**config.mk**
```make
export PLATFORM = sky130hd
export DESIGN_NAME = barrier_option_payoff_unit
export DESIGN_NICKNAME = d
export VERILOG_FILES = /design/src/rtl/bop_pkg.sv /design/src/rtl/bop_ctrl.sv /design/src/rtl/bop_datapath.sv /design/src/rtl/barrier_option_payoff_unit.sv
export SDC_FILE = /design/constraint.sdc
export NUM_CORES = 1
export LEC_CHECK = 0
export BUFFER_PORTS_ARGS = -buffer_cell sky130_fd_sc_hd__buf_2
export CAP_MARGIN = 20
export CORE_ASPECT_RATIO = 1.75
export CORE_MARGIN = 2
export CORE_UTILIZATION = 60
export DETAILED_ROUTE_END_ITERATION = 7
export GPL_TIMING_DRIVEN = 0
export PLACE_DENSITY = 0.76
export RECOVER_POWER = 25
export REMOVE_ABC_BUFFERS = 1
export SLEW_MARGIN = 30
export SYNTH_ARGS = -nofsm -noshare
export SYNTH_HDL_FRONTEND = slang
export SYNTH_SLANG_ARGS = --single-unit
```
**constraint.sdc**
```tcl
create_clock -name clk_i -period 20.7 [get_ports clk_i]
set_clock_uncertainty 0.1 [all_clocks]
set_input_delay 4.14 -clock clk_i [delete_from_list [all_inputs] [get_ports clk_i]]
set_output_delay 4.14 -clock clk_i [all_outputs]
set_load 0.01 [all_outputs]
```
**src/rtl/bop_pkg.sv**
```systemverilog
// ----------------------------------------------------------------------------
// bop_pkg
// shared types and constants of the barrier option payoff unit
// ----------------------------------------------------------------------------
package bop_pkg;

  localparam int unsigned CfgAddrWidth = 3;

  localparam logic [CfgAddrWidth-1:0] CFG_KNOCK_MODE        = 3'd0;
  localparam logic [CfgAddrWidth-1:0] CFG_BARRIER_DIRECTION = 3'd1;
  localparam logic [CfgAddrWidth-1:0] CFG_IS_CALL           = 3'd2;
  localparam logic [CfgAddrWidth-1:0] CFG_STRIKE_PRICE      = 3'd3;
  localparam logic [CfgAddrWidth-1:0] CFG_BARRIER_LEVEL     = 3'd4;

  typedef struct packed {
    logic accept;
    logic start;
    logic mul_step;
    logic set_sat;
    logic div_step;
    logic out_direct;
    logic out_load;
  } cmd_t;

  typedef struct packed {
    logic need_calc;
    logic ovf;
    logic out_free;
  } sts_t;

endpackage

```
**src/rtl/bop_ctrl.sv**
```systemverilog
// ----------------------------------------------------------------------------
// bop_ctrl
// sequencer for sample acceptance, shift-add multiply and restoring divide
// ----------------------------------------------------------------------------
module bop_ctrl #(
  parameter int unsigned VALUE_WIDTH = 32
) (
  input  logic          clk_i,
  input  logic          rst_ni,
  input  logic          s_axis_tvalid_i,
  input  logic          s_axis_tlast_i,
  input  bop_pkg::sts_t sts_i,
  output bop_pkg::cmd_t cmd_o,
  output logic          s_axis_tready_o
);

  localparam int unsigned CntWidth = $clog2(VALUE_WIDTH);
  localparam logic [CntWidth-1:0] CntLast = CntWidth'(VALUE_WIDTH - 1);

  localparam logic [2:0] ST_IDLE = 3'd0;
  localparam logic [2:0] ST_MUL  = 3'd1;
  localparam logic [2:0] ST_CHK  = 3'd2;
  localparam logic [2:0] ST_DIV  = 3'd3;
  localparam logic [2:0] ST_DONE = 3'd4;

  logic [2:0]          state_q, state_d;
  logic [CntWidth-1:0] cnt_q, cnt_d;

  assign s_axis_tready_o = (state_q == ST_IDLE) && sts_i.out_free;

  always_comb begin
    state_d = state_q;
    cnt_d   = cnt_q;
    cmd_o   = '0;
    case (state_q)
      ST_IDLE: begin
        if (s_axis_tvalid_i && sts_i.out_free) begin
          cmd_o.accept = 1'b1;
          if (sts_i.need_calc) begin
            cmd_o.start = 1'b1;
            cnt_d       = '0;
            state_d     = ST_MUL;
          end else if (s_axis_tlast_i) begin
            cmd_o.out_direct = 1'b1;
          end
        end
      end
      ST_MUL: begin
        cmd_o.mul_step = 1'b1;
        cnt_d          = cnt_q + 1'b1;
        if (cnt_q == CntLast) begin
          state_d = ST_CHK;
        end
      end
      ST_CHK: begin
        cnt_d = '0;
        if (sts_i.ovf) begin
          cmd_o.set_sat = 1'b1;
          state_d       = ST_DONE;
        end else begin
          state_d = ST_DIV;
        end
      end
      ST_DIV: begin
        cmd_o.div_step = 1'b1;
        cnt_d          = cnt_q + 1'b1;
        if (cnt_q == CntLast) begin
          state_d = ST_DONE;
        end
      end
      ST_DONE: begin
        if (sts_i.out_free) begin
          cmd_o.out_load = 1'b1;
          state_d        = ST_IDLE;
        end
      end
      default: begin
        state_d = ST_IDLE;
      end
    endcase
  end

  always_ff @(posedge clk_i or negedge rst_ni) begin
    if (!rst_ni) begin
      state_q <= ST_IDLE;
      cnt_q   <= '0;
    end else begin
      state_q <= state_d;
      cnt_q   <= cnt_d;
    end
  end

endmodule

```
**src/rtl/bop_datapath.sv**
```systemverilog
// ----------------------------------------------------------------------------
// bop_datapath
// config registers, barrier tracking, shared multiply/divide register pair
// and output register
// ----------------------------------------------------------------------------
module bop_datapath #(
  parameter int unsigned VALUE_WIDTH = 32
) (
  input  logic                              clk_i,
  input  logic                              rst_ni,
  input  bop_pkg::cmd_t                     cmd_i,
  output bop_pkg::sts_t                     sts_o,
  input  logic                              cfg_we_i,
  input  logic [bop_pkg::CfgAddrWidth-1:0]  cfg_addr_i,
  input  logic [VALUE_WIDTH-1:0]            cfg_wdata_i,
  input  logic [VALUE_WIDTH-1:0]            asset_price_i,
  input  logic [VALUE_WIDTH-1:0]            numeraire_value_i,
  input  logic [VALUE_WIDTH-1:0]            start_numeraire_i,
  input  logic                              first_sample_i,
  input  logic                              last_sample_i,
  input  logic                              out_ready_i,
  output logic                              out_valid_o,
  output logic [VALUE_WIDTH-1:0]            discounted_payoff_o,
  output logic                              barrier_touched_o,
  output logic                              saturated_o
);

  localparam int unsigned W = VALUE_WIDTH;

  logic         knock_mode_q, barrier_direction_q, is_call_q;
  logic [W-1:0] strike_price_q, barrier_level_q;

  logic         touched_q, touched_d;
  logic [W-1:0] start_num_q, start_num_d;

  logic [W-1:0] mcand_q, mcand_d;
  logic [W-1:0] divisor_q, divisor_d;
  logic [W-1:0] acc_hi_q, acc_hi_d;
  logic [W-1:0] acc_lo_q, acc_lo_d;
  logic         res_touched_q, res_touched_d;
  logic         sat_q, sat_d;

  logic         out_valid_q, out_valid_d;
  logic [W-1:0] payoff_q, payoff_d;
  logic         out_touched_q, out_touched_d;
  logic         out_sat_q, out_sat_d;

  logic         hit, touched, pays, numer_zero, out_free;
  logic [W-1:0] eff_start, intr;
  logic [W:0]   mul_sum, rem, diff;
  logic         ge;

  // barrier check and path bookkeeping
  always_comb begin
    hit       = barrier_direction_q ? (asset_price_i >= barrier_level_q)
                                    : (asset_price_i <= barrier_level_q);
    touched   = (touched_q && !first_sample_i) || hit;
    eff_start = first_sample_i ? start_numeraire_i : start_num_q;
    pays      = knock_mode_q ? touched : !touched;
    numer_zero = (numeraire_value_i == '0);
    if (is_call_q) begin
      intr = (asset_price_i > strike_price_q) ? asset_price_i - strike_price_q : '0;
    end else begin
      intr = (strike_price_q > asset_price_i) ? strike_price_q - asset_price_i : '0;
    end
  end

  // shift-add multiply and restoring divide on one register pair
  assign mul_sum = {1'b0, acc_hi_q} + (acc_lo_q[0] ? {1'b0, mcand_q} : '0);
  assign rem     = {acc_hi_q, acc_lo_q[W-1]};
  assign ge      = rem >= {1'b0, divisor_q};
  assign diff    = rem - {1'b0, divisor_q};

  assign out_free = !out_valid_q || out_ready_i;

  assign sts_o.need_calc = last_sample_i && pays && !numer_zero;
  assign sts_o.ovf       = acc_hi_q >= divisor_q;
  assign sts_o.out_free  = out_free;

  always_comb begin
    touched_d     = touched_q;
    start_num_d   = start_num_q;
    mcand_d       = mcand_q;
    divisor_d     = divisor_q;
    acc_hi_d      = acc_hi_q;
    acc_lo_d      = acc_lo_q;
    res_touched_d = res_touched_q;
    sat_d         = sat_q;
    out_valid_d   = out_ready_i ? 1'b0 : out_valid_q;
    payoff_d      = payoff_q;
    out_touched_d = out_touched_q;
    out_sat_d     = out_sat_q;

    if (cmd_i.accept) begin
      touched_d   = last_sample_i ? 1'b0 : touched;
      start_num_d = eff_start;
    end
    if (cmd_i.start) begin
      mcand_d       = eff_start;
      divisor_d     = numeraire_value_i;
      acc_hi_d      = '0;
      acc_lo_d      = intr;
      res_touched_d = touched;
      sat_d         = 1'b0;
    end
    if (cmd_i.mul_step) begin
      acc_hi_d = mul_sum[W:1];
      acc_lo_d = {mul_sum[0], acc_lo_q[W-1:1]};
    end
    if (cmd_i.set_sat) begin
      sat_d = 1'b1;
    end
    if (cmd_i.div_step) begin
      acc_hi_d = ge ? diff[W-1:0] : rem[W-1:0];
      acc_lo_d = {acc_lo_q[W-2:0], ge};
    end
    if (cmd_i.out_direct) begin
      // no division: zero payoff, or saturation on a zero final numeraire
      out_valid_d   = 1'b1;
      payoff_d      = (pays && numer_zero) ? '1 : '0;
      out_touched_d = touched;
      out_sat_d     = pays && numer_zero;
    end
    if (cmd_i.out_load) begin
      out_valid_d   = 1'b1;
      payoff_d      = sat_q ? '1 : acc_lo_q;
      out_touched_d = res_touched_q;
      out_sat_d     = sat_q;
    end
  end

  always_ff @(posedge clk_i or negedge rst_ni) begin
    if (!rst_ni) begin
      knock_mode_q        <= 1'b0;
      barrier_direction_q <= 1'b0;
      is_call_q           <= 1'b1;
      strike_price_q      <= '0;
      barrier_level_q     <= '0;
    end else if (cfg_we_i) begin
      case (cfg_addr_i)
        bop_pkg::CFG_KNOCK_MODE:        knock_mode_q        <= cfg_wdata_i[0];
        bop_pkg::CFG_BARRIER_DIRECTION: barrier_direction_q <= cfg_wdata_i[0];
        bop_pkg::CFG_IS_CALL:           is_call_q           <= cfg_wdata_i[0];
        bop_pkg::CFG_STRIKE_PRICE:      strike_price_q      <= cfg_wdata_i;
        bop_pkg::CFG_BARRIER_LEVEL:     barrier_level_q     <= cfg_wdata_i;
        default: begin
        end
      endcase
    end
  end

  always_ff @(posedge clk_i or negedge rst_ni) begin
    if (!rst_ni) begin
      touched_q   <= 1'b0;
      start_num_q <= '0;
      out_valid_q <= 1'b0;
    end else begin
      touched_q   <= touched_d;
      start_num_q <= start_num_d;
      out_valid_q <= out_valid_d;
    end
  end

  always_ff @(posedge clk_i) begin
    mcand_q       <= mcand_d;
    divisor_q     <= divisor_d;
    acc_hi_q      <= acc_hi_d;
    acc_lo_q      <= acc_lo_d;
    res_touched_q <= res_touched_d;
    sat_q         <= sat_d;
    payoff_q      <= payoff_d;
    out_touched_q <= out_touched_d;
    out_sat_q     <= out_sat_d;
  end

  assign out_valid_o         = out_valid_q;
  assign discounted_payoff_o = payoff_q;
  assign barrier_touched_o   = out_touched_q;
  assign saturated_o         = out_sat_q;

endmodule

```
**src/rtl/barrier_option_payoff_unit.sv**
```systemverilog
// ----------------------------------------------------------------------------
// barrier_option_payoff_unit
// discounted payoff of a discretely monitored barrier option, one path
// sample per transaction
// ----------------------------------------------------------------------------
// a sample that is not the last of its path is accepted while the unit is idle and the
// output register is free; a last sample that pays with a nonzero numeraire runs the
// shift-add multiplier and restoring divider, and no new sample is accepted until its
// result is loaded; the divide is skipped when the quotient overflows
// other last samples give their result in the cycle after the transaction
// reset: config to knock-out, down, call, zero strike/level; path state and output valid clear
module barrier_option_payoff_unit #(
  parameter int unsigned VALUE_WIDTH = 32
) (
  input  logic                             clk_i,
  input  logic                             rst_ni,
  // configuration
  input  logic                             cfg_we_i,
  input  logic [bop_pkg::CfgAddrWidth-1:0] cfg_addr_i,
  input  logic [VALUE_WIDTH-1:0]           cfg_wdata_i,
  // samples
  input  logic                             s_axis_tvalid_i,
  output logic                             s_axis_tready_o,
  // asset_price, numeraire_value, start_numeraire
  input  logic [((3*VALUE_WIDTH+7)/8)*8-1:0] s_axis_tdata_i,
  // first_sample
  input  logic                             s_axis_tuser_i,
  input  logic                             s_axis_tlast_i,
  // results
  output logic                             m_axis_tvalid_o,
  input  logic                             m_axis_tready_i,
  // discounted_payoff
  output logic [((VALUE_WIDTH+7)/8)*8-1:0] m_axis_tdata_o,
  // barrier_touched, saturated
  output logic [1:0]                       m_axis_tuser_o
);

  localparam int unsigned W = VALUE_WIDTH;

  bop_pkg::cmd_t cmd;
  bop_pkg::sts_t sts;
  logic [W-1:0]  payoff;
  logic          touched, sat;

  bop_ctrl #(
    .VALUE_WIDTH(VALUE_WIDTH)
  ) u_ctrl (
    .clk_i           (clk_i),
    .rst_ni          (rst_ni),
    .s_axis_tvalid_i (s_axis_tvalid_i),
    .s_axis_tlast_i  (s_axis_tlast_i),
    .sts_i           (sts),
    .cmd_o           (cmd),
    .s_axis_tready_o (s_axis_tready_o)
  );

  bop_datapath #(
    .VALUE_WIDTH(VALUE_WIDTH)
  ) u_datapath (
    .clk_i               (clk_i),
    .rst_ni              (rst_ni),
    .cmd_i               (cmd),
    .sts_o               (sts),
    .cfg_we_i            (cfg_we_i),
    .cfg_addr_i          (cfg_addr_i),
    .cfg_wdata_i         (cfg_wdata_i),
    .asset_price_i       (s_axis_tdata_i[W-1:0]),
    .numeraire_value_i   (s_axis_tdata_i[2*W-1:W]),
    .start_numeraire_i   (s_axis_tdata_i[3*W-1:2*W]),
    .first_sample_i      (s_axis_tuser_i),
    .last_sample_i       (s_axis_tlast_i),
    .out_ready_i         (m_axis_tready_i),
    .out_valid_o         (m_axis_tvalid_o),
    .discounted_payoff_o (payoff),
    .barrier_touched_o   (touched),
    .saturated_o         (sat)
  );

  always_comb begin
    m_axis_tdata_o        = '0;
    m_axis_tdata_o[W-1:0] = payoff;
  end

  assign m_axis_tuser_o = {sat, touched};

endmodule

```
==> qor.txt <==
Worst Hold Depth - 1
Number of synthesized flops with an enable pin - 163
DIE HEIGHT - 246 µm
Status - complete, but fails checks
Largest net degree at the start of global routing - 56
Row cnt - 88
CTS Root Cell - clkbuf_16
Worst reg2reg path startpoint - u_datapath.acc_hi_q[5]$_DFFE_PP_
Sequential area share after synthesis - 38.2%
Detailed Routing Iterations Pass 1 - 5
Starting Density - 60.8%
Max-slew violation count - 112
R2R setup slack - 15610 ps
Worst hold path class - flip-flop to flip-flop
Ys async rst share - 39.9%
Most common cell after layout, fill and taps aside - nand2_1
WP data arrival - 8870 ps
Most used flip-flop cell after synthesis - edfxtp_1
H-tree depth - 1
Final TNS setup - 0 ps
Post-CTS Hold Buffers - 0
Crit path max-delay family - buffers and inverters
Antenna-violating nets left - 0
Worst rel slew slack - -135%
Cell depth of the worst setup path - 2
CTS buffer count - 28
Chip Width - 142 µm
Vias in the first global route - 17200
Measured slew at the worst slew-check pin - 3520 ps
Mapped Cells - 2097
Failing checks - capacitance limit, slew limit
Post-CTS sizing - 0
Avg WL per Cell - 21.2 µm
Pleak - 10.1 nW
GRT Overall Usage - 32.2%
YS warnings - 0
Crit. End Element - async pin
Final hold violation count - 0
HPWL after detailed placement - 43.9 mm
CP Class - input port to async pin
Vias/cell - 6.36
Final net count - 2567
Cell Pwr Density - 134 nW/µm²
Core area - 32900 µm²
Largest area contributor in the netlist - edfxtp_1
Startpoint types - input port
Final Total Pwr - 3.00 mW
Post-CTS Setup Inserts - 0
Cell chain of the critical path - clkbuf_1 -> clkbuf_1
Worst path max stage delay - 2590 ps
Endpoints failing setup - 0
Reg2reg path depth - 11
Via count - 16900
Most Frequent Cell on Critical Path - clkbuf_1
Reg-to-reg endpoint - u_datapath.acc_hi_q[30]$_DFFE_PP_
1st-iter DRT viols - 1163
Number of diodes - 0
RSZ-0062 raised after global routing - false
CTS max path bufs - 3
Buf+Inv Stages, Crit Path - 2
Fmax - 104 MHz
Gr ovfl total - 0
Yosys cell types - 89
DRC Markers - 0
Reg clk slew, reported paths - 60 ps
Filler Cells Inserted - 2671
Antenna violations before repair - 0
Register bit total from synthesis - 273
Ratio of cells with drive above 1 in the final layout - 16.4%
Max VDD drop - 88.9 µV
CTS tree - done
Io pins - 174
Share of the synthesized area in the top cell type - 24.4%
Final GP Congestion - 0.956
HP Start - u_datapath.start_num_q[12]$_DFFE_PN0P_
Most frequent cells in the layout - nand2_1 (199), ha_1 (194), inv_1 (167), edfxtp_1 (163), a21oi_1 (158)
Max FO, Critical Path - 55
Syn_area_per_cell - 9.55 µm²
Synth-to-Final Area Change - 11.6%
Min cycle time layout - 9600 ps
Final Cycle Share - 46.4%
Post-Route WL - 56.3 mm
Sink Count - 273
Hold Path Sink - u_datapath.start_num_q[12]$_DFFE_PN0P_
Die ar. - 34900 µm²
Top cells by area, synth - edfxtp_1 (24%), dfrtp_1 (13%), ha_1 (12%)
Worst-Skew Late Latency - 570 ps
Port Buf Inserts - 173
First-pass GRT wire length - 88.7 mm
Mapped cell area - 20000 µm²
Hold WS - 403 ps
Slowest cell on crit path - clkbuf_1
Required time of the critical path - 19980 ps
Max Cap Violations - 2
## registers in the layout, summed over array words and instances (netlist names), 3 cells and up
name / cells
u_datapath.discounted_payoff_o: 32
u_ctrl.state_q: 3
u_datapath.acc_lo_q: 32
u_datapath.mcand_q: 32
u_datapath.start_num_q: 32
u_ctrl.cnt_q: 5
u_datapath.barrier_level_q: 32
u_datapath.strike_price_q: 32
u_datapath.divisor_q: 32
u_datapath.acc_hi_q: 32
## cells by family after synthesis
group	Yosys count	share of synthesized area, %
flops	273	38.2
xor+xnor	50	2.22
compound gates	623	20.7
mux	153	8.30
fa+ha+maj	198	12.5
simple gates	536	12.7
buf+inv	264	5.34
## Yosys cell counts, types with 48 or more instances
| cell type | n |
|---|---|
| inv_1 | 166 |
| nor2_1 | 104 |
| a21o_1 | 81 |
| clkbuf_1 | 51 |
| edfxtp_1 | 163 |
| mux2_2 | 105 |
| nand2_1 | 200 |
| mux2i_1 | 48 |
| ha_1 | 194 |
| o21ai_0 | 136 |
| a21oi_1 | 158 |
| dfrtp_1 | 108 |
## routing by layer
layer  vias to the layer above  track usage (%)  part of all wire (%)
li1                       7977                -                     -
met2                       606             61.6                    54
met5                         -                0                     0
met4                         0             20.2                   6.9
met1                      8104             33.0                    35
met3                       217             2.92                   4.5
## worst max-delay path by stage
stage                        from                                end  slack (ps)
3_5_place_dp      m_axis_tready_i                    s_axis_tready_o       11510
3_3_place_gp   s_axis_tdata_i[17]  u_datapath.acc_hi_q[11]$_DFFE_PP_        4020
2_1_floorplan   s_axis_tdata_i[9]   u_datapath.acc_hi_q[0]$_DFFE_PP_        7880
4_1_cts           m_axis_tready_i                    s_axis_tready_o       11510
5_1_grt                    rst_ni      u_ctrl.state_q[1]$_DFFE_PN0P_        9900
6_report                   rst_ni      u_ctrl.state_q[1]$_DFFE_PN0P_       11100
## per-stage QoR
stage	setup slack, ps	cells	cell area (µm²)	util, %
after floorplan	7880	2000	19600	-
after global placement	4020	2578	21000	63.7
after detailed placement	11510	2606	21500	65.2
after CTS	11510	2658	22500	68.3
after global routing	9900	2658	22400	67.9
final	11100	2658	22400	67.9
## area by class of cell
cell class                      instances  area (µm²)  share of cell area, %
Sequential cell                       273        7650                   34.2
Multi-Input combinational cell       1560       11400                   50.9
Tap cell                              405         507                   2.27
Clock inverter                          8        96.3                  0.431
Timing Repair Buffer                  201        1190                   5.31
Clock buffer                           44         917                   4.10
Inverter                              167         627                   2.80
## where the power goes
part	internal, mW	switching [mW]
sequential	0.789	0.129
combinational	0.640	0.894
clock	0.329	0.217
Power figures use the tool's default switching activity.
